File: src/rtl/core/assert_macros.svh
// Assertion helpers for the matrix product core.
`ifndef ASSERT_MACROS_SVH
`define ASSERT_MACROS_SVH

// Check prop on every rising edge of clk, skipped while rst is high.
`define IMM_ASSERT(label, clk, rst, prop, msg) \
   label: assert property (@(posedge clk) disable iff (rst) (prop)) else $error(msg);

// Check that cond stays low on every rising edge of clk, skipped while rst is high.
`define IMM_NEVER(label, clk, rst, cond, msg) \
   label: assert property (@(posedge clk) disable iff (rst) !(cond)) else $error(msg);

`endif

File: src/rtl/core/imm_pkg.sv
package imm_pkg;

   localparam int MAX_DIM_DEFAULT = 16;
   localparam int SIZE_W          = 5;
   localparam int IDX_W           = 4;
   localparam int DATA_W          = 16;
   localparam int ACC_W           = 32;
   localparam int SIZE_RESET      = 16;
   localparam int MAC_LATENCY     = 3;

   typedef enum logic {
      OP_LOAD = 1'b0,
      OP_READ = 1'b1
   } op_type;

   typedef enum logic [1:0] {
      ST_IDLE,
      ST_RUN,
      ST_DRAIN
   } state_type;

   typedef struct packed {
      logic valid;
      logic first;
      logic last;
   } mac_ctrl_type;

endpackage

File: src/rtl/core/imm_ram.sv
module imm_ram #(
   parameter int WIDTH = imm_pkg::DATA_W,
   parameter int DEPTH = imm_pkg::MAX_DIM_DEFAULT * imm_pkg::MAX_DIM_DEFAULT
) (
   input  logic                                      clock,
   input  logic                                      wr_en,
   input  logic [((DEPTH > 1) ? $clog2(DEPTH) : 1)-1:0] wr_addr,
   input  logic [WIDTH-1:0]                          wr_data,
   input  logic [((DEPTH > 1) ? $clog2(DEPTH) : 1)-1:0] rd_addr,
   output logic [WIDTH-1:0]                          rd_data
);

   logic [WIDTH-1:0] mem_ff [DEPTH];
   logic [WIDTH-1:0] rd_data_ff;

   always_ff @(posedge clock) begin
      if (wr_en) begin
         mem_ff[wr_addr] <= wr_data;
      end
      rd_data_ff <= mem_ff[rd_addr];
   end

   assign rd_data = rd_data_ff;

endmodule

File: config.mk
export PLATFORM = sky130hd
export DESIGN_NAME = imm_ram
export DESIGN_NICKNAME = d
export VERILOG_FILES = /design/src/rtl/core/assert_macros.svh /design/src/rtl/core/imm_pkg.sv /design/src/rtl/core/imm_ram.sv
export SDC_FILE = /design/constraint.sdc
export NUM_CORES = 2
export LEC_CHECK = 0
export BUFFER_PORTS_ARGS = -buffer_cell sky130_fd_sc_hd__buf_2
export CAP_MARGIN = 20
export CELL_PAD_IN_SITES_DETAIL_PLACEMENT = 0
export CELL_PAD_IN_SITES_GLOBAL_PLACEMENT = 1
export CORE_MARGIN = 2
export CORE_UTILIZATION = 30
export DETAILED_ROUTE_END_ITERATION = 12
export GPL_TIMING_DRIVEN = 0
export PLACE_DENSITY_LB_ADDON = 0.1
export SLEW_MARGIN = 20
export SYNTH_ARGS = -nofsm -noshare
export SYNTH_HDL_FRONTEND = slang
export SYNTH_SLANG_ARGS = --single-unit
File: constraint.sdc
create_clock -name clock -period 2.3 [get_ports clock]
set_input_delay 0.23 -clock clock [delete_from_list [all_inputs] [get_ports clock]]
set_output_delay 0.23 -clock clock [all_outputs]
set_load 0.005 [all_outputs]
==> reports/qor.txt <==
clock sinks -> 4,112
Chip Width -> 731 µm
Mapped Area -> 0.159 mm²
vias per cell -> 5.26
Die Span Y -> 731 µm
CP most frequent cell -> clkbuf_4
CP startpoint kind -> primary input
Worst-Margin Slew -> 1250 ps
status -> finished with violations
first-pass GRT wire length -> 782,000 µm
most common cell after layout, fill and taps aside -> edfxtp_1
Cell Chain, Critical Path -> buf_4 > or2_1 > buf_2 > clkbuf_4 > clkbuf_4 > o221ai_2 > o22ai_4 > a22oi_2 > nand3_1 > nor4_4
io pins -> 50
grt total ovfl -> 0
fin cells -> 15,545
ANT nets after route -> 0
vias in the first global route -> 82,677
fillers -> 48,602
DP HPWL -> 419,000 µm
WL met2 -> 290,000 µm
Area contributors post-synth -> edfxtp_1 (77%), mux4_2 (11%), mux2i_1 (3.6%)
Leakage -> 59.7 nW
gpl congestion -> 0.941
cts bufs inserted -> 458
Std-Cell Rows -> 267
layout cell share with drive strength beyond 1 -> 32.9%
ys flop type -> edfxtp_1
M1 WL -> 248,000 µm
crit path capture type -> flip-flop
Tot GR Track Use -> 21.9%
finished layout cell area -> 0.192 mm²
Post-synth EDFFs -> 4,096
CP bufs+invs -> 4
Post-DP Area -> 0.174 mm²
syn nets -> 7,394
area delta synth->final -> 21.3%
Max Used Layer -> met4
Mapped Cells -> 7,360
clock skew -> 55.2 ps
mean post-synth cell area -> 21.6 µm²
antenna violations before repair -> 47
Max-Slew Margin vs Limit -> 16.6%
core area -> 0.528 mm²
CP max-delay cell -> nor4_4
Reg clk slew, reported paths -> 60 ps
wire per inst -> 38.3 µm
Synth Register Bits -> 4,112
clk root buf -> clkbuf_16
max-slew violation count -> 0
sequential area share after synthesis -> 77.7%
Max stage delay on crit path -> 620 ps
pre-CTS WS -> -3210 ps
drt initial violations -> 9,036
drt first pass iters -> 6
Clock Latency Late Sink -> 1030 ps
fin nets -> 8,191
share of the synthesized area in the top cell type -> 77.5%
max-cap violations -> 0
total negative slack -> -15,720 ps
port bufs -> 39
cell family with most CP delay -> buffers and inverters
violated checks -> negative setup slack
fmax -> 0.351 GHz
Hold Vio Cnt, Final -> 0
Setup Crit Path Kind -> primary input to flip-flop
Post-synth ARST share -> 0%
Worst EP arrival -> 3710 ps
post-layout min period -> 2850 ps
CTS max path bufs -> 4
setup ws final -> -551 ps
part of the cycle the worst path needs -> 124%
top cell type by total area after synthesis -> edfxtp_1
most frequent cells in the layout -> edfxtp_1 (4,096), mux4_2 (797), mux2i_1 (564), clkbuf_16 (465), clkbuf_1 (189)
Die ar. -> 0.535 mm²
Ys Warns -> 0
CTS tree -> done
# placed instances -> 14,620
maximum vdd ir drop -> 0.649 mV
htree depth -> 5
total power per unit cell area -> 848 mW/mm²
drt drc -> 0
number of distinct library cells after synthesis -> 52
Worst Hold Class -> primary input to flip-flop
critical-path maximum fanout -> 10
Routed WL -> 595,000 µm
endpoints failing setup -> 229
RSZ-0062 raised after global routing -> yes
Req. time, crit path -> 3160 ps
initial core utilization -> 30.1%
largest net degree at the start of global routing -> 106
Via Count -> 81,697
WL met3 -> 32,000 µm
-- kinds of logic (layout without fill, tap and decap cells) --
kind of cell    count (synthesis)  in the layout  share of synthesized area (%)
mux                          1450           1450                           15.5
other cells                     0             20                              0
compound gates                786            786                           3.54
simple gates                  556            556                           1.57
buf+inv                       456           1627                           1.69
flops                        4112           4112                           77.7
-- stage by stage --
stage,hold slack [ps],power (W),util [%]
floorplan,329,0.0883,-
global placement,615,0.0941,31.8
detailed placement,526,0.0944,33.0
CTS,1.90,0.165,36.3
global route,22.0,0.168,36.5
finish,46.9,0.163,36.5
-- synthesized netlist by cell type, types with 38 or more instances --
cell type,number
a21oi_1,175
a22oi_1,43
buf_2,76
buf_6,77
clkbuf_1,230
edfxtp_1,4096
mux2_2,88
mux2i_1,565
mux4_2,797
nand2_1,38
nor2_1,304
nor3_1,92
o221ai_1,252
o22ai_1,148
-- routing by layer --
metal / GRT usage, % / vias to the layer above
met2: 37.0 / 2781
met4: 7.67 / 0
met3: 2.87 / 809
met1: 29.1 / 45047
li1: - / 33060
met5: 0 / -
-- worst paths after layout --
kind | start | to | slack [ps] | cells past startpoint
setup reg to reg | mem_ff[11][7] | rd_data[7] | -450 | 6
setup / recovery | rd_addr[2] | rd_data[5] | -550 | 10
hold / removal | wr_addr[2] | mem_ff[12][2] | 50 | 4
hold reg to reg | mem_ff[218][13] | rd_data[13] | 1200 | 6
-- cell type report --
class / count / area [µm²] / area share, %
Buffer: 452 / 3610 / 1.88
Inverter: 4 / 17.5 / 0.00910
Timing Repair Buffer: 337 / 5630 / 2.92
Sequential cell: 4112 / 123000 / 64.1
Antenna cell: 20 / 50.0 / 0.0260
Clock inverter: 242 / 1800 / 0.937
Tap cell: 6994 / 8750 / 4.55
Multi-Input combinational cell: 2792 / 37100 / 19.3
Clock buffer: 592 / 12200 / 6.32
-- power breakdown --
group | internal (W) | switching, W
clock network | 0.0394 | 0.0303
registers | 0.0826 | 0.0000479
logic | 0.00338 | 0.00743
-- registers in the layout, summed over array words and instances, names as in the netlist --
register / count
rd_data: 16
mem_ff: 4096
-- tightest hold or removal path, stage by stage --
cell and delay (ps):
clkbuf_1 220, nand4_1 140, buf_4 180, nor2_2 110
-- what timing repair did --
action / CTS / global route
gates cloned: 0 / 0
resized for setup: 657 / 104
setup buffers: 28 / 23
hold buffers: 19 / 2
pin swaps: 79 / 70
hold endpoints to repair: 1801 / 8
endpoints found under the setup margin: 509 / 424
Note: power is estimated with default switching activity, not from simulation.
