[src/rtl/core/assert_macros.svh]
// Assertion helpers for the matrix product core.
`ifndef ASSERT_MACROS_SVH
`define ASSERT_MACROS_SVH

// Check prop on every rising edge of clk, skipped while rst is high.
`define IMM_ASSERT(label, clk, rst, prop, msg) \
   label: assert property (@(posedge clk) disable iff (rst) (prop)) else $error(msg);

// Check that cond stays low on every rising edge of clk, skipped while rst is high.
`define IMM_NEVER(label, clk, rst, cond, msg) \
   label: assert property (@(posedge clk) disable iff (rst) !(cond)) else $error(msg);

`endif

[src/rtl/core/imm_pkg.sv]
package imm_pkg;

   localparam int MAX_DIM_DEFAULT = 16;
   localparam int SIZE_W          = 5;
   localparam int IDX_W           = 4;
   localparam int DATA_W          = 16;
   localparam int ACC_W           = 32;
   localparam int SIZE_RESET      = 16;
   localparam int MAC_LATENCY     = 3;

   typedef enum logic {
      OP_LOAD = 1'b0,
      OP_READ = 1'b1
   } op_type;

   typedef enum logic [1:0] {
      ST_IDLE,
      ST_RUN,
      ST_DRAIN
   } state_type;

   typedef struct packed {
      logic valid;
      logic first;
      logic last;
   } mac_ctrl_type;

endpackage

[src/rtl/core/imm_mac.sv]
module imm_mac (
   input  logic                              clock,
   input  logic                              reset,
   input  imm_pkg::mac_ctrl_type             mac_ctrl,
   input  logic signed [imm_pkg::DATA_W-1:0] a_data,
   input  logic signed [imm_pkg::DATA_W-1:0] b_data,
   output logic                              done,
   output logic        [imm_pkg::ACC_W-1:0]  sum
);

   imm_pkg::mac_ctrl_type              ctrl_d1_ff, ctrl_d2_ff;
   logic signed [imm_pkg::ACC_W-1:0]   product_ff, product_in;
   logic        [imm_pkg::ACC_W-1:0]   acc_ff, acc_in;
   logic                               done_ff, done_in;

   always_comb begin
      product_in = imm_pkg::ACC_W'(a_data * b_data);
      acc_in     = acc_ff;
      if (ctrl_d2_ff.valid) begin
         acc_in = ctrl_d2_ff.first ? product_ff : acc_ff + product_ff;
      end
      done_in = ctrl_d2_ff.valid && ctrl_d2_ff.last;
   end

   always_ff @(posedge clock) begin
      if (reset) begin
         ctrl_d1_ff <= '0;
         ctrl_d2_ff <= '0;
         done_ff    <= 1'b0;
      end else begin
         ctrl_d1_ff <= mac_ctrl;
         ctrl_d2_ff <= ctrl_d1_ff;
         done_ff    <= done_in;
      end
      product_ff <= product_in;
      acc_ff     <= acc_in;
   end

   assign done = done_ff;
   assign sum  = acc_ff;

endmodule

[config.mk]
export PLATFORM = sky130hd
export DESIGN_NAME = imm_mac
export DESIGN_NICKNAME = d
export VERILOG_FILES = /design/src/rtl/core/assert_macros.svh /design/src/rtl/core/imm_pkg.sv /design/src/rtl/core/imm_mac.sv
export SDC_FILE = /design/constraint.sdc
export NUM_CORES = 1
export LEC_CHECK = 0
export BUFFER_PORTS_ARGS = -buffer_cell sky130_fd_sc_hd__clkbuf_2
export CAP_MARGIN = 0
export CORE_MARGIN = 4
export CORE_UTILIZATION = 30
export DETAILED_ROUTE_END_ITERATION = 16
export SYNTH_ARGS = -nofsm -noshare
export SYNTH_HDL_FRONTEND = slang
export SYNTH_SLANG_ARGS = --single-unit
[constraint.sdc]
create_clock -name clock -period 11.3 [get_ports clock]
set_input_delay 2.26 -clock clock [delete_from_list [all_inputs] [get_ports clock]]
set_output_delay 2.26 -clock clock [all_outputs]
set_load 0.01 [all_outputs]
==> flow_summary.yaml <==
worst_setup_path:
  path_cells: "clkbuf_2 > nand2_1 > inv_1 > fa_1 > fa_1 > fa_1 > fa_1 > fa_1 > inv_1 > fa_1 > inv_1 > ha_1 > a21o_1 > a21o_1 > a211o_1 > or3_1 > o211a_1 > o21a_1 > o21ai_1 > nand2b_1 > a21oi_2 > xnor2_1"
  critPathKind: "primary input to register"
  crit_required_ns: 11.57
  cp-start-kind: "primary input"
  cp-end-kind: "register"
  crit_slowest_cell: "fa_1"
  crit_path_max_fanout: 16
  critPathMaxStageDelay_ns: 0.82
  cp_data_arrival_time_ns: 8.59
  crit_path_frequent_cell: "fa_1"
routing:
  wirelength_mm: 30.5
  drc: 0
  ant_nets: 0
  routed-via-count: 9349
  drt-pass1-iter-count: 5
  first_iter_violations: 331
  wl_per_cell_um: 14.7
  vias_per_cell: 4.51
clocking:
  cts_max_level: 3
  clk_latency_ns: 0.34
  cts_buffers: 9
  cts_setup_buffers: 0
  path_clk_slew_ns: 0.05
  cts.path.max_buffers: 2
  cts_sinks: 71
  cts_root_buffer: "clkbuf_16"
  cts-resized-gates: 0
  postCtsHoldBufs: 0
  cts_tree: "built"
yosys:
  synth.top_cell.area_share_pct: 39.2
  synthCells: 1433
  syn_avg_cell_area_um2: 9.38
  synthTopCellsByArea: "fa_1 39%, ha_1 11%, inv_1 8.9%"
  ys_ff_latch: 71
  synth_top_area_cell: "fa_1"
  yosysWarnings: 0
  yosysUniqueCellTypes: 59
  synthArstFlopShare_pct: 0
  seq_area_frac_synth_pct: 13.0
  synth_fp_nets: 1846
  synth_edf_count: 32
  netlist_area_um2: 13400
  synth-main-ff-cell: "dfxtp_1"
timing:
  clock_skew_ns: 0.00866
  setup_violations: 0
  hold_violations: 0
  final.setup.tns_ns: 0
  slew_headroom_pct: 27.3
  finalCritPeriodShare_pct: 73.7
  rsz0062_at_grt: "no"
  worstMarginPinSlew_ns: 1.09
  max_freq_mhz: 120
  finalCriticalPeriod_ns: 8.32
  report.final.slew_viol_count: 0
min_path:
  hp-class: "register to register"
job:
  max_cap_viol_count: 0
run_status:
  status: "finished, final reports clean"
finish:
  final_util_pct: 33.2
  drive_above_1_share_pct: 7.03
  syn2layout_area_growth_pct: 9.28
  final_nets: 1887
  nFillCells: 4534
  antenna_cells: 0
global_routing:
  grt_max_degree: 63
  grt_pass1_vias: 10100
  grt.overflow.total: 0
  grt_pass1_wl_mm: 52.2
  grtUsageTotal_pct: 13.3
  antenna_found_initial: 0
place:
  hpwl_mm: 26.1
  io_buffers: 69
  finalWeightedCongestion: 0.835
floorplan:
  core_area_um2: 44200
  die_area_um2: 48200
  num_rows: 77
  die_y_um: 220
  io_pins: 70
  initial_core_util_pct: 30.4
  die_x_um: 220
==> layer usage <==
metal  vias to the layer above  wire, µm  global-route usage [%]
met3                        19      1160                    1.81
met1                      4704     14500                    18.4
li1                       4443         -                       -
met4                         0       313                    2.64
met5                         -         0                       0
met2                       183     14500                    22.4
==> layout by cell type (no fill, tap or decap), types with 5 or more instances in the layout <==
cell type / Yosys / routed
a21o_1: 20 / 20
a21oi_1: 38 / 38
and2_1: 124 / 124
clkbuf_16: 0 / 10
clkbuf_2: 0 / 69
dfxtp_1: 39 / 38
edfxtp_1: 32 / 32
fa_1: 263 / 263
ha_1: 113 / 113
inv_1: 320 / 320
nand2_1: 163 / 163
nand2b_1: 21 / 21
nand3_1: 5 / 5
nand4_1: 5 / 5
nor2_1: 39 / 39
nor2b_1: 14 / 14
nor3_1: 6 / 6
o21a_1: 10 / 10
o21ai_0: 44 / 44
o21ai_1: 13 / 13
o21bai_1: 8 / 8
xnor2_1: 44 / 44
xor2_1: 17 / 17
==> flip-flops by register name (all words and copies together), names as in the netlist <==
register    cells
ctrl_d1_ff      3
ctrl_d2_ff      3
done            1
product_ff     32
sum            32
==> final timing paths <==
check | startpoint | to | slack (ns) | cells past startpoint
min | ctrl_d2_ff[0] | done | 0.42 | 2
min reg2reg | ctrl_d2_ff[0] | done | 0.42 | 2
max | a_data[15] | product_ff[31] | 2.98 | 22
max reg2reg | sum[0] | sum[26] | 7.88 | 14
==> cells in the mapped netlist, drive strengths merged (6+ instances only) <==
master and count:
nand2 164, xor2 17, and2 124, nor2 39, clkbuf 39, a21oi 39
dfxtp 39, o21a 10, nor3 6, o21ai 58, edfxtp 32, fa 263
ha 113, inv 320, a21o 22, nor2b 14, nand2b 21, xnor2 44
o21bai 9
==> cells by family (layout without fill, tap and decap cells) <==
group	Yosys count	after routing	share of synthesized area [%]
AOI/OAI and AO/OA	169	169	8.46
muxes	5	5	0.391
xor gates and xnor gates	61	61	3.98
DFF	71	71	13.0
buffers and inverters	360	406	10.1
and+or+nand+nor	391	391	14.4
adders and majority gates	376	376	49.7
==> layout make-up <==
class,instances,area (µm²),area share [%]
sequential,71,1740,11.9
multi-input combinational,1002,10300,70.4
timing repair buffer,70,353,2.40
clock buffer,11,254,1.73
inverter,320,1200,8.18
tap,592,741,5.04
clock inverter,5,56.3,0.383
==> worst max-delay path, delay by kind of cell <==
kind	cells	cell delay [ns]
xor gates and xnor gates	1	0.12
AOI/OAI and AO/OA	7	1.35
and+or+nand+nor	3	0.59
buffers and inverters	4	0.43
adders and majority gates	7	3.82
==> per-stage QoR <==
stage	hold slack [ns]	cells	instance area, µm²	worst slack, ns
global route	0.456	2071	14700	2.69
CTS	0.415	2071	14700	2.95
detailed placement	0.406	2055	14400	2.60
global placement	0.402	2055	14400	2.75
finish	0.415	2071	14700	2.98
floorplan	0.395	1433	13400	3.12
Power is not shown: default switching activity piles up to over one toggle a cycle in this logic, so the estimate is an artifact.
