<file path="config.mk">
export PLATFORM = sky130hd
export DESIGN_NAME = imm_ctrl
export DESIGN_NICKNAME = d
export VERILOG_FILES = /design/src/rtl/core/assert_macros.svh /design/src/rtl/core/imm_pkg.sv /design/src/rtl/core/imm_ctrl.sv
export SDC_FILE = /design/constraint.sdc
export NUM_CORES = 1
export LEC_CHECK = 0
export ABC_AREA = 1
export ABC_CLOCK_PERIOD_IN_PS = 1300
export BUFFER_PORTS_ARGS = -buffer_cell sky130_fd_sc_hd__buf_2
export CORE_MARGIN = 5
export CORE_UTILIZATION = 43
export CTS_CLUSTER_DIAMETER = 40
export DETAILED_ROUTE_END_ITERATION = 8
export PLACE_DENSITY = 0.75
export SLEW_MARGIN = 20
export SYNTH_ARGS = -nofsm -noshare
export SYNTH_HDL_FRONTEND = slang
export SYNTH_SLANG_ARGS = --single-unit
</file>
<file path="constraint.sdc">
create_clock -name clock -period 1.3 [get_ports clock]
set_input_delay 0 -clock clock [delete_from_list [all_inputs] [get_ports clock]]
set_output_delay 0 -clock clock [all_outputs]
set_load 0.1 [all_outputs]
</file>
<file path="src/rtl/core/assert_macros.svh">
// Assertion helpers for the matrix product core.
`ifndef ASSERT_MACROS_SVH
`define ASSERT_MACROS_SVH

// Check prop on every rising edge of clk, skipped while rst is high.
`define IMM_ASSERT(label, clk, rst, prop, msg) \
   label: assert property (@(posedge clk) disable iff (rst) (prop)) else $error(msg);

// Check that cond stays low on every rising edge of clk, skipped while rst is high.
`define IMM_NEVER(label, clk, rst, cond, msg) \
   label: assert property (@(posedge clk) disable iff (rst) !(cond)) else $error(msg);

`endif

</file>
<file path="src/rtl/core/imm_pkg.sv">
package imm_pkg;

   localparam int MAX_DIM_DEFAULT = 16;
   localparam int SIZE_W          = 5;
   localparam int IDX_W           = 4;
   localparam int DATA_W          = 16;
   localparam int ACC_W           = 32;
   localparam int SIZE_RESET      = 16;
   localparam int MAC_LATENCY     = 3;

   typedef enum logic {
      OP_LOAD = 1'b0,
      OP_READ = 1'b1
   } op_type;

   typedef enum logic [1:0] {
      ST_IDLE,
      ST_RUN,
      ST_DRAIN
   } state_type;

   typedef struct packed {
      logic valid;
      logic first;
      logic last;
   } mac_ctrl_type;

endpackage

</file>
<file path="src/rtl/core/imm_ctrl.sv">
module imm_ctrl #(
   parameter int MAX_DIM = imm_pkg::MAX_DIM_DEFAULT,
   localparam int ADDR_W = (MAX_DIM > 1) ? $clog2(MAX_DIM * MAX_DIM) : 1
) (
   input  logic                       clock,
   input  logic                       reset,
   input  logic                       start,
   input  logic                       operation,
   input  logic [imm_pkg::IDX_W-1:0]  row,
   input  logic [imm_pkg::IDX_W-1:0]  col,
   input  logic [imm_pkg::SIZE_W-1:0] size_eff,
   output logic                       busy,
   output logic                       wr_en,
   output logic [ADDR_W-1:0]          wr_addr,
   output logic [ADDR_W-1:0]          rd_addr_a,
   output logic [ADDR_W-1:0]          rd_addr_b,
   output imm_pkg::mac_ctrl_type      mac_ctrl,
   output logic                       oor_hit
);

   localparam int K_W = (MAX_DIM > 1) ? $clog2(MAX_DIM) : 1;

   imm_pkg::state_type         state_ff, state_in;
   logic [K_W-1:0]             k_ff, k_in;
   logic [K_W-1:0]             last_k_ff, last_k_in;
   logic [imm_pkg::IDX_W-1:0]  row_ff, row_in;
   logic [imm_pkg::IDX_W-1:0]  col_ff, col_in;
   logic [1:0]                 drain_ff, drain_in;
   logic                       accept;
   logic                       in_size;
   logic                       k_last;
   logic                       drain_last;

   assign accept     = start && (state_ff == imm_pkg::ST_IDLE);
   assign in_size    = ({1'b0, row} < size_eff) && ({1'b0, col} < size_eff);
   assign k_last     = (k_ff == last_k_ff);
   assign drain_last = (drain_ff == 2'(imm_pkg::MAC_LATENCY - 1));

   always_comb begin
      state_in = state_ff;
      case (state_ff)
         imm_pkg::ST_IDLE: begin
            if (accept && (operation == imm_pkg::OP_READ) && in_size) begin
               state_in = imm_pkg::ST_RUN;
            end
         end
         imm_pkg::ST_RUN: begin
            if (k_last) begin
               state_in = imm_pkg::ST_DRAIN;
            end
         end
         imm_pkg::ST_DRAIN: begin
            if (drain_last) begin
               state_in = imm_pkg::ST_IDLE;
            end
         end
         default: begin
            state_in = imm_pkg::ST_IDLE;
         end
      endcase
   end

   always_comb begin
      busy           = (state_ff != imm_pkg::ST_IDLE);
      wr_en          = accept && (operation == imm_pkg::OP_LOAD) && in_size;
      wr_addr        = ADDR_W'(int'(row) * MAX_DIM + int'(col));
      rd_addr_a      = ADDR_W'(int'(row_ff) * MAX_DIM + int'(k_ff));
      rd_addr_b      = ADDR_W'(int'(k_ff) * MAX_DIM + int'(col_ff));
      mac_ctrl.valid = (state_ff == imm_pkg::ST_RUN);
      mac_ctrl.first = (k_ff == '0);
      mac_ctrl.last  = k_last;
      oor_hit        = accept && (operation == imm_pkg::OP_READ) && !in_size;
   end

   always_comb begin
      k_in      = k_ff;
      last_k_in = last_k_ff;
      row_in    = row_ff;
      col_in    = col_ff;
      drain_in  = drain_ff;
      case (state_ff)
         imm_pkg::ST_IDLE: begin
            k_in      = '0;
            drain_in  = '0;
            row_in    = row;
            col_in    = col;
            last_k_in = K_W'(size_eff - imm_pkg::SIZE_W'(1));
         end
         imm_pkg::ST_RUN: begin
            k_in = k_ff + K_W'(1);
         end
         imm_pkg::ST_DRAIN: begin
            drain_in = drain_ff + 2'd1;
         end
         default: begin
            k_in = '0;
         end
      endcase
   end

   always_ff @(posedge clock) begin
      if (reset) begin
         state_ff <= imm_pkg::ST_IDLE;
         k_ff     <= '0;
         drain_ff <= '0;
      end else begin
         state_ff <= state_in;
         k_ff     <= k_in;
         drain_ff <= drain_in;
      end
      last_k_ff <= last_k_in;
      row_ff    <= row_in;
      col_ff    <= col_in;
   end

endmodule

</file>
==> results of run 1 <==
## critical path: stages, from the launching register on
cell	delay [ns]
dfxtp_4	0.36
nor2_4	0.14
nand2_4	0.08
nor2_4	0.09
a21boi_4	0.20
buf_12	0.19
## cells in the mapped netlist (2+ instances only)
cell	count	area share
ha_1	10	0.11
nor2_2	2	0.011
a21oi_1	7	0.030
xor2_1	7	0.052
nor3_1	3	0.013
edfxtp_1	12	0.31
nand2_1	22	0.070
nand2_2	2	0.011
nand3_1	3	0.013
o21ai_0	2	0.0085
nor2_1	11	0.035
dfxtp_1	8	0.14
inv_1	23	0.074
buf_4	14	0.090
## routing by layer
metal  wire (microns)  vias up
li1                 -      509
met1             1020      494
met2             1660       32
met3              161        2
met4               27        0
met5                0        -
## kinds of logic (layout without fill, tap and decap cells)
family	Yosys count	count (layout)
xor+xnor	7	7
compound gates	11	11
buf+inv	38	91
simple gates	47	47
flops	20	20
fa+ha+maj	10	10
## layout make-up
class / instances / area [sq um] / area share
Inverter: 24 / 95.1 / 0.0547
Clock buffer: 3 / 22.5 / 0.0130
Sequential cell: 20 / 541 / 0.311
Clock inverter: 1 / 3.75 / 0.00216
Timing Repair Buffer: 63 / 470 / 0.271
Multi-Input combinational cell: 75 / 567 / 0.326
Tap cell: 31 / 38.8 / 0.0223
## metrics by stage
step                power, W  instances  hold WS, ns
global route         0.00217        217       0.0364
global placement     0.00168        199        0.204
CTS                  0.00205        215       0.0340
finish               0.00207        217       0.0522
floorplan            0.00150        133       0.0594
detailed placement   0.00170        199        0.206
## path summary, 6_finish.rpt
path | startpoint | to | slack [ns] | cells past startpoint
max | state_ff[0] | oor_hit | -0.05 | 5
min | size_eff[0] | last_k_ff[0] | 0.05 | 2
max reg2reg | state_ff[0] | k_ff[1] | 0.15 | 6
min reg2reg | drain_ff[1] | drain_ff[1] | 0.48 | 2
## power by group
group	leakage, nW	internal, W	total, W	switching, W
Combinational	0.648	0.000261	0.000993	0.000732
Clock	0.0154	0.000112	0.000301	0.000190
Sequential	0.193	0.000744	0.000775	0.0000308
Total	0.856	0.00112	0.00207	0.000952
## repair_timing
action	CTS	global route
setup buffers	3	3
setup endpoints to repair	5	8
hold endpoints to repair	11	0
gates resized for setup	14	9
hold buffers	9	0
pin swaps	9	4
## state kept, by name (all words and copies together) (netlist names)
name	count
state_ff	2
drain_ff	2
last_k_ff	4
k_ff	4
row_ff	4
col_ff	4
==> impl_metrics.py, run 1 <==
metrics = {
    "yosys": {
        "synth_top_family_by_area": "simple AND/OR/NAND/NOR gates",
        "synthMuxAreaShare": 0,
        "syn_avg_cell_area_sq_um": 8.81,
        "synth_top_flop_cell": "edfxtp_1",
        "post_synth_xor_area_fraction": 0.0523,
        "synthSimpleGateAreaFrac": 0.178,
        "synth_edf_count": 12,
        "ys_seq_area_frac": 0.444,
        "syn_inst": 133,
        "synth_seq_cells": 20,
        "syn-cell-area_sq_um": 1170,
        "synth_compound_area_frac": 0.0523,
        "yosysUniqueCellTypes": 21,
        "ys_async_sr_fraction": 0,
        "ys_warn_count": 0,
        "syn_nets": 160,
        "synth_adder_area_share": 0.107,
    },
    "floorplanning": {
        "fp.dieH_microns": 62.2,
        "core_sq_um": 2690,
        "die_w_microns": 62.2,
        "initial_utilization": 0.436,
        "dieArea_sq_um": 3870,
        "placementRows": 19,
        "io_pins": 47,
    },
    "sta": {
        "setup-tns-final_ns": -0.0548,
        "fin_skew_ns": 0.0125,
        "max_freq_mhz": 739,
        "finalHoldViolations": 0,
        "layout_min_cycle_time_ns": 1.35,
        "final-max-slew-violation-count": 0,
        "layout_setup_ws_ns": -0.0539,
        "tightest_slew_ns": 0.505,
        "period_share": 1.04,
        "rsz0062_at_grt": "yes",
        "slew_headroom": 0.665,
        "setup_viol": 2,
    },
    "cells_and_area": {
        "final_cell_mix": "buf_2, nand2_1, inv_1, edfxtp_1, dlygate4sd3_1",
        "area_growth_pct": 48.2,
        "n_antenna_cell": 0,
        "final_area_sq_um": 1740,
        "fin_util": 0.647,
        "n_fill_cell": 232,
        "nets": 214,
        "layout_commonest_cell": "buf_2",
        "drive_gt1_frac": 0.478,
    },
    "outcome": {
        "violations": "setup timing",
        "status": "complete, but fails checks",
    },
    "detailed_routing": {
        "dr.pass1.iters": 4,
        "drc": 0,
        "drtIter0Drc": 29,
        "vias": 1037,
        "wirelength_microns": 2870,
        "avgViaCountPerCell": 4.78,
        "ant_nets": 0,
        "routedWlPerCell_microns": 13.2,
    },
    "setup_path": {
        "path_max_fanout": 2,
        "critPathKind": "flop to output port",
        "critPathCaptureType": "output port",
        "critPathLaunchType": "flop",
        "arrival_ns": 1.35,
        "crit_required_ns": 1.30,
    },
    "grt": {
        "grt_util_met2": 0.278,
        "grt_max_degree": 14,
        "grt.busiest_layer": "met2",
        "grt_usage": 0.149,
        "grt_pass1_wl_microns": 4710,
        "antenna_found_initial": 0,
        "grtUsageMet1": 0.157,
        "grt_pass1_vias": 1093,
        "grt_overflow_total": 0,
        "use_met3": 0.0252,
    },
    "clock_tree": {
        "clock_path_buffers": 2,
        "cts.clk_slew.worst_paths_ns": 0.10,
        "cts.sinks": 20,
        "cts_made_buffers": 3,
        "cts_tree": "done",
        "clkLatencyLatePin_ns": 0.30,
        "root_buffer": "clkbuf_4",
        "htree_levels": 1,
    },
    "placed_design": {
        "gp_congestion": 0.817,
        "dp_slack_ns": -0.0281,
        "placement.cell_area_sq_um": 1500,
        "hpwl_microns": 2100,
        "port-buffer-count": 46,
    },
    "run": {
        "drv_cap": 0,
    },
    "min_path": {
        "min_path_type": "input port to flop",
    },
    "power_and_ir_drop": {
        "ir_drop_v": 0.000714,
        "power_density_nw_per_um2": 1190,
        "p_leak_nw": 0.856,
    },
}
No activity file was read; power rests on OpenSTA's default activity.
==> run 2, diff against run 1 <==
- ABC_CLOCK_PERIOD_IN_PS: 1300 -> 1500
- CORE_UTILIZATION: 43 -> 47
- PLACE_DENSITY: 0.75 -> 0.78
- clock period: 1.3 -> 1.5 ns (I/O delays scaled with it)
==> run 2 against run 1 <==
The run now ends clean. First-iteration DRC count is 21% lower. Clock power is 1% higher. Via count is 4.1% lower. Cell count is 2.8% lower. Largest power group unchanged. Highest routed layer unchanged.
==> impl_metrics.py, run 2 (same netlist as run 1, synthesis figures left out) <==
metrics = {
    "placed_design": {
        "gp_congestion": 0.863,
        "dp.cells": 198,
        "hpwl_microns": 1900,
        "port-buffer-count": 46,
        "placement.cell_area_sq_um": 1440,
    },
    "floorplanning": {
        "dieArea_sq_um": 3590,
        "placementRows": 18,
        "core_sq_um": 2430,
        "fp.dieH_microns": 59.9,
        "io_pins": 47,
        "initial_utilization": 0.482,
        "die_w_microns": 59.9,
    },
    "sta": {
        "period_share": 0.974,
        "setup_viol": 0,
        "tightest_slew_ns": 0.513,
        "fin_skew_ns": 0.00173,
        "rsz0062_at_grt": "yes",
        "finalHoldViolations": 0,
        "setup-tns-final_ns": 0,
        "max_freq_mhz": 684,
        "slew_headroom": 0.661,
        "layout_min_cycle_time_ns": 1.46,
        "final-max-slew-violation-count": 0,
    },
    "power_and_ir_drop": {
        "clkPwrFrac": 0.174,
        "ir_drop_v": 0.000699,
        "power_density_nw_per_um2": 1110,
        "p_leak_nw": 0.819,
        "p_sw_w": 0.000782,
        "internal_power_w": 0.000970,
        "comb_power_share": 0.439,
        "switching_share": 0.446,
        "p_seq_frac": 0.387,
    },
    "cells_and_area": {
        "drive_gt1_frac": 0.370,
        "fin_cells": 211,
        "layout_commonest_cell": "buf_2",
        "n_antenna_cell": 0,
        "area_growth_pct": 34.8,
        "final_area_sq_um": 1580,
        "nets": 209,
        "final_cell_mix": "buf_2, inv_1, nand2_1, edfxtp_1",
        "fin_util": 0.650,
    },
    "clock_tree": {
        "post-cts-setup-buffer-count": 0,
        "cts.clk_slew.worst_paths_ns": 0.11,
        "htree_levels": 1,
        "clkLatencyLatePin_ns": 0.29,
        "cts_tree": "done",
        "clock_path_buffers": 2,
        "root_buffer": "clkbuf_4",
        "cts_made_buffers": 3,
        "cts.sinks": 20,
    },
    "grt": {
        "grt_max_degree": 14,
        "grt_pass1_wl_microns": 4000,
        "grt_overflow_total": 0,
        "antenna_found_initial": 0,
        "grt_pass1_vias": 1010,
        "grt_usage": 0.147,
    },
    "setup_path": {
        "critPathLaunchType": "input port",
        "crit_required_ns": 1.50,
        "critPathCaptureType": "output port",
        "arrival_ns": 1.46,
        "crit_chain": "dlygate4sd3_1, buf_2, nor2_1, nor2_1, nor2_1, nand2_1, nor3_4, buf_12",
        "cp_common_cell": "nor2_1",
        "path_max_fanout": 3,
        "cpPeakStageDelay_ns": 0.54,
        "critPathKind": "input port to output port",
        "cp_slowest_cell": "dlygate4sd3_1",
    },
    "detailed_routing": {
        "vias": 994,
        "ant_nets": 0,
        "avgViaCountPerCell": 4.71,
        "routedWlPerCell_microns": 11.1,
        "drc": 0,
        "wirelength_microns": 2330,
        "dr.pass1.iters": 6,
        "drtIter0Drc": 23,
    },
    "outcome": {
        "status": "completed",
    },
    "run": {
        "drv_cap": 0,
    },
    "min_path": {
        "min_path_type": "input port to flop",
    },
}
## run 2: changes by cell type in the layout (fill, tap and decap cells not counted), sizes merged
cell,before,now
clkinv,1,0
buf,54,47
clkbuf,3,5
dlygate4sd3,9,10
## run 2: final timing paths
kind                            slack, ns        start  depth (start not counted)           end
worst max register to register       0.35  state_ff[0]                          6   state_ff[1]
worst max-delay path                 0.04       col[0]                          8         wr_en
worst min register to register       0.47  drain_ff[1]                          2   drain_ff[1]
worst min-delay path                 0.04  size_eff[0]                          2  last_k_ff[0]
## run 2: final cells by class
type                       instances  area [sq um]
fill                             219           852
sequential                        20           527
multi-input combinational         75           492
timing repair buffer              58           398
inverter                          24          90.1
tap                               30          37.5
clock buffer                       4          36.3
## run 2: timing repair
action,in CTS,in global routing
resized for setup,0,4
hold endpoints to repair,11,1
setup endpoints to repair,0,4
hold buffers,9,1
## run 2: power by group through the flow
stage                     clock [W]  combinational (W)  sequential, W
after global placement            0           0.000739       0.000687
after detailed placement          0           0.000748       0.000691
after global routing       0.000348           0.000808       0.000683
after floorplan                   0           0.000395       0.000908
after CTS                  0.000313           0.000767       0.000678
final                      0.000305           0.000769       0.000677
## run 2: routing by layer
| metal | vias up | routed length [microns] | global-route usage |
|---|---|---|---|
| met3 | 4 | 166 | 0.0324 |
| met5 | - | 0 | 0 |
| met1 | 458 | 873 | 0.155 |
| met4 | 0 | 31 | 0.0570 |
| li1 | 500 | - | - |
| met2 | 32 | 1260 | 0.276 |
## run 2: per-stage QoR
step                total power, W  hold slack [ns]  setup WS (ns)
floorplan                  0.00130           0.0617         -0.119
global placement           0.00143            0.206          0.274
detailed placement         0.00144            0.210          0.237
CTS                        0.00176           0.0113        0.00734
global route               0.00184           0.0236        -0.0693
finish                     0.00175           0.0420         0.0383
## run 2: critical path: cells and delay by family
kind                   cells  cell delay (ns)
buffers and inverters      3             0.88
and+or+nand+nor            5             0.58
==> run 3, diff against run 2 <==
- ABC_AREA: 1 -> default
- PLACE_DENSITY: 0.78 -> 0.79
==> run 3 against run 2 <==
The run now ends with setup timing left. Via count shrank 7.9%. Largest power group unchanged. Synthesized cell count is 18% lower. Sequential share of layout area grew 0.61 points. Sequential power grew 3.8%. Die area fell by 3.8%. Clock skew is 0.0032 ns higher. Routed wire length rose by 5.4%. Worst hold slack gained 0.021 ns.
==> impl_metrics.py, run 3 <==
metrics = {
    "run": {
        "drv_cap": 0,
    },
    "setup_path": {
        "crit_required_ns": 1.50,
        "reg2reg_depth": 5,
        "critPathKind": "flop to output port",
        "reg2reg_from": "last_k_ff[1]",
        "critPathLaunchType": "flop",
        "r2r_setup_slack_ns": -0.05,
        "crit_chain": "xor2_2, nor4_4, buf_4, buf_12",
        "critPathCapture": "mac_ctrl[0]",
        "critPathCaptureType": "output port",
        "r2r_end": "state_ff[0]",
        "arrival_ns": 1.60,
        "cpPeakStageDelay_ns": 0.45,
        "path_max_fanout": 2,
        "cp_slowest_cell": "edfxtp_1",
        "crit_start": "last_k_ff[1]",
    },
    "clock_tree": {
        "clkLatencyLatePin_ns": 0.29,
        "cts.sinks": 20,
        "clock_path_buffers": 2,
        "htree_levels": 1,
        "cts_tree": "done",
        "cts.clk_slew.worst_paths_ns": 0.11,
        "cts_made_buffers": 3,
        "root_buffer": "clkbuf_4",
    },
    "sta": {
        "fin_skew_ns": 0.00496,
        "whs_ns": 0.0633,
        "setup_viol": 2,
        "max_freq_mhz": 626,
        "layout_setup_ws_ns": -0.0965,
        "slew_headroom": 0.673,
        "layout_min_cycle_time_ns": 1.60,
        "rsz0062_at_grt": "yes",
        "finalHoldViolations": 0,
        "period_share": 1.06,
        "tightest_slew_ns": 0.494,
        "final-max-slew-violation-count": 0,
    },
    "power_and_ir_drop": {
        "power_density_nw_per_um2": 1180,
        "p_leak_nw": 0.758,
        "ir_drop_v": 0.000772,
    },
    "yosys": {
        "synth_largest_area_cell": "edfxtp_1",
        "synth.most_common_cell": "nor2_1",
        "ys_seq_area_frac": 0.465,
        "synth_top_flop_cell": "edfxtp_1",
        "ys_async_sr_fraction": 0,
        "synth_edf_count": 12,
        "synth_top_area_share": 0.322,
        "synth.area.top_cells": "edfxtp_1, dfxtp_1, ha_1, buf_4, nor2_1",
        "synthTopCellsByCount": "nor2_1, buf_4, edfxtp_1, ha_1, inv_1",
        "syn_inst": 109,
        "syn-cell-area_sq_um": 1120,
        "yosysUniqueCellTypes": 26,
        "syn_nets": 136,
        "syn_avg_cell_area_sq_um": 10.3,
        "ys_warn_count": 0,
        "synth_seq_cells": 20,
    },
    "placed_design": {
        "port-buffer-count": 46,
        "hpwl_microns": 1830,
        "gp_congestion": 0.752,
        "dp.cells": 172,
        "dp_slack_ns": 0.0460,
    },
    "min_path": {
        "min_path_type": "input port to flop",
    },
    "floorplanning": {
        "core_sq_um": 2230,
        "fp.dieH_microns": 58.8,
        "io_pins": 47,
        "placementRows": 17,
        "die_w_microns": 58.8,
        "initial_utilization": 0.501,
        "dieArea_sq_um": 3460,
    },
    "detailed_routing": {
        "avgViaCountPerCell": 4.87,
        "routedWlPerCell_microns": 13.1,
        "drtIter0Drc": 29,
        "dr.pass1.iters": 4,
        "vias": 915,
        "wirelength_microns": 2460,
        "drc": 0,
        "ant_nets": 0,
    },
    "cells_and_area": {
        "drive_gt1_frac": 0.425,
        "nets": 188,
        "area_growth_pct": 41.6,
        "final_cell_mix": "buf_2, nor2_1, edfxtp_1",
        "fin_util": 0.710,
        "layout_commonest_cell": "buf_2",
        "n_antenna_cell": 0,
        "fin_cells": 188,
    },
    "outcome": {
        "status": "complete, but fails checks",
        "violations": "setup timing",
    },
    "grt": {
        "grt_pass1_vias": 935,
        "grt_overflow_total": 0,
        "grt_max_degree": 15,
        "antenna_found_initial": 0,
        "grt_pass1_wl_microns": 3960,
        "grt_usage": 0.145,
    },
}
## run 3: through the flow
step	area [sq um]	total power, W	TNS (ns)
detailed placement	1430	0.00159	0
global placement	1430	0.00157	0
CTS	1570	0.00187	-0.0442
floorplan	1170	0.00140	-0.0140
global route	1590	0.00195	-0.296
finish	1590	0.00187	-0.148
## run 3: how the worst min path moves through the flow
| stage | startpoint | endpoint | slack (ns) | cells after the start |
|---|---|---|---|---|
| final | size_eff[2] | last_k_ff[2] | 0.06 | 2 |
| after global routing | size_eff[2] | last_k_ff[2] | 0.05 | 2 |
| after CTS | size_eff[2] | last_k_ff[2] | 0.04 | 2 |
| after detailed placement | row[0] | row_ff[0] | 0.20 | 1 |
| after global placement | col[0] | col_ff[0] | 0.20 | 1 |
| after floorplan | col[0] | col_ff[0] | 0.1 | 0 |
## run 3: what timing repair did
item | CTS | global route
hold endpoints to repair | 11 | 0
pin swaps | 1 | 7
endpoints found under the setup margin | 2 | 5
resized for setup | 1 | 5
hold buffers | 10 | 0
setup buffers | 1 | 1
## run 3: area by class of cell
class / count / area, sq um
well taps: 28 / 35.0
inverters: 10 / 37.5
repair buffers: 62 / 457
fillers: 171 / 648
clock buffers: 4 / 26.3
flip-flops and latches: 20 / 538
multi-input cells: 64 / 492
## run 3: where the power goes
part	switching, W	internal (W)
logic	0.000682	0.000226
registers	0.0000419	0.000661
clock network	0.000151	0.000103
total	0.000875	0.000990
## run 3: metal layers
layer | routed length [microns] | GRT usage
met2 | 1250 | 0.263
met1 | 987 | 0.164
met4 | 0 | 0.0291
met5 | 0 | 0
met3 | 218 | 0.0504
## run 3: critical path: cells and delay by family (launching register included)
family | cells | cell delay [ns]
AND/OR/NAND/NOR | 1 | 0.31
buffers and inverters | 2 | 0.35
flip-flops | 1 | 0.45
XOR/XNOR | 1 | 0.19
## run 3: logic make-up (layout without fill, tap and decap cells)
logic type / count (synthesis) / count (layout) / synth area share
simple gates: 34 / 34 / 0.163
buf+inv: 25 / 76 / 0.132
flops: 20 / 20 / 0.465
compound gates: 13 / 13 / 0.0737
fa+ha+maj: 10 / 10 / 0.112
xor+xnor: 7 / 7 / 0.0547
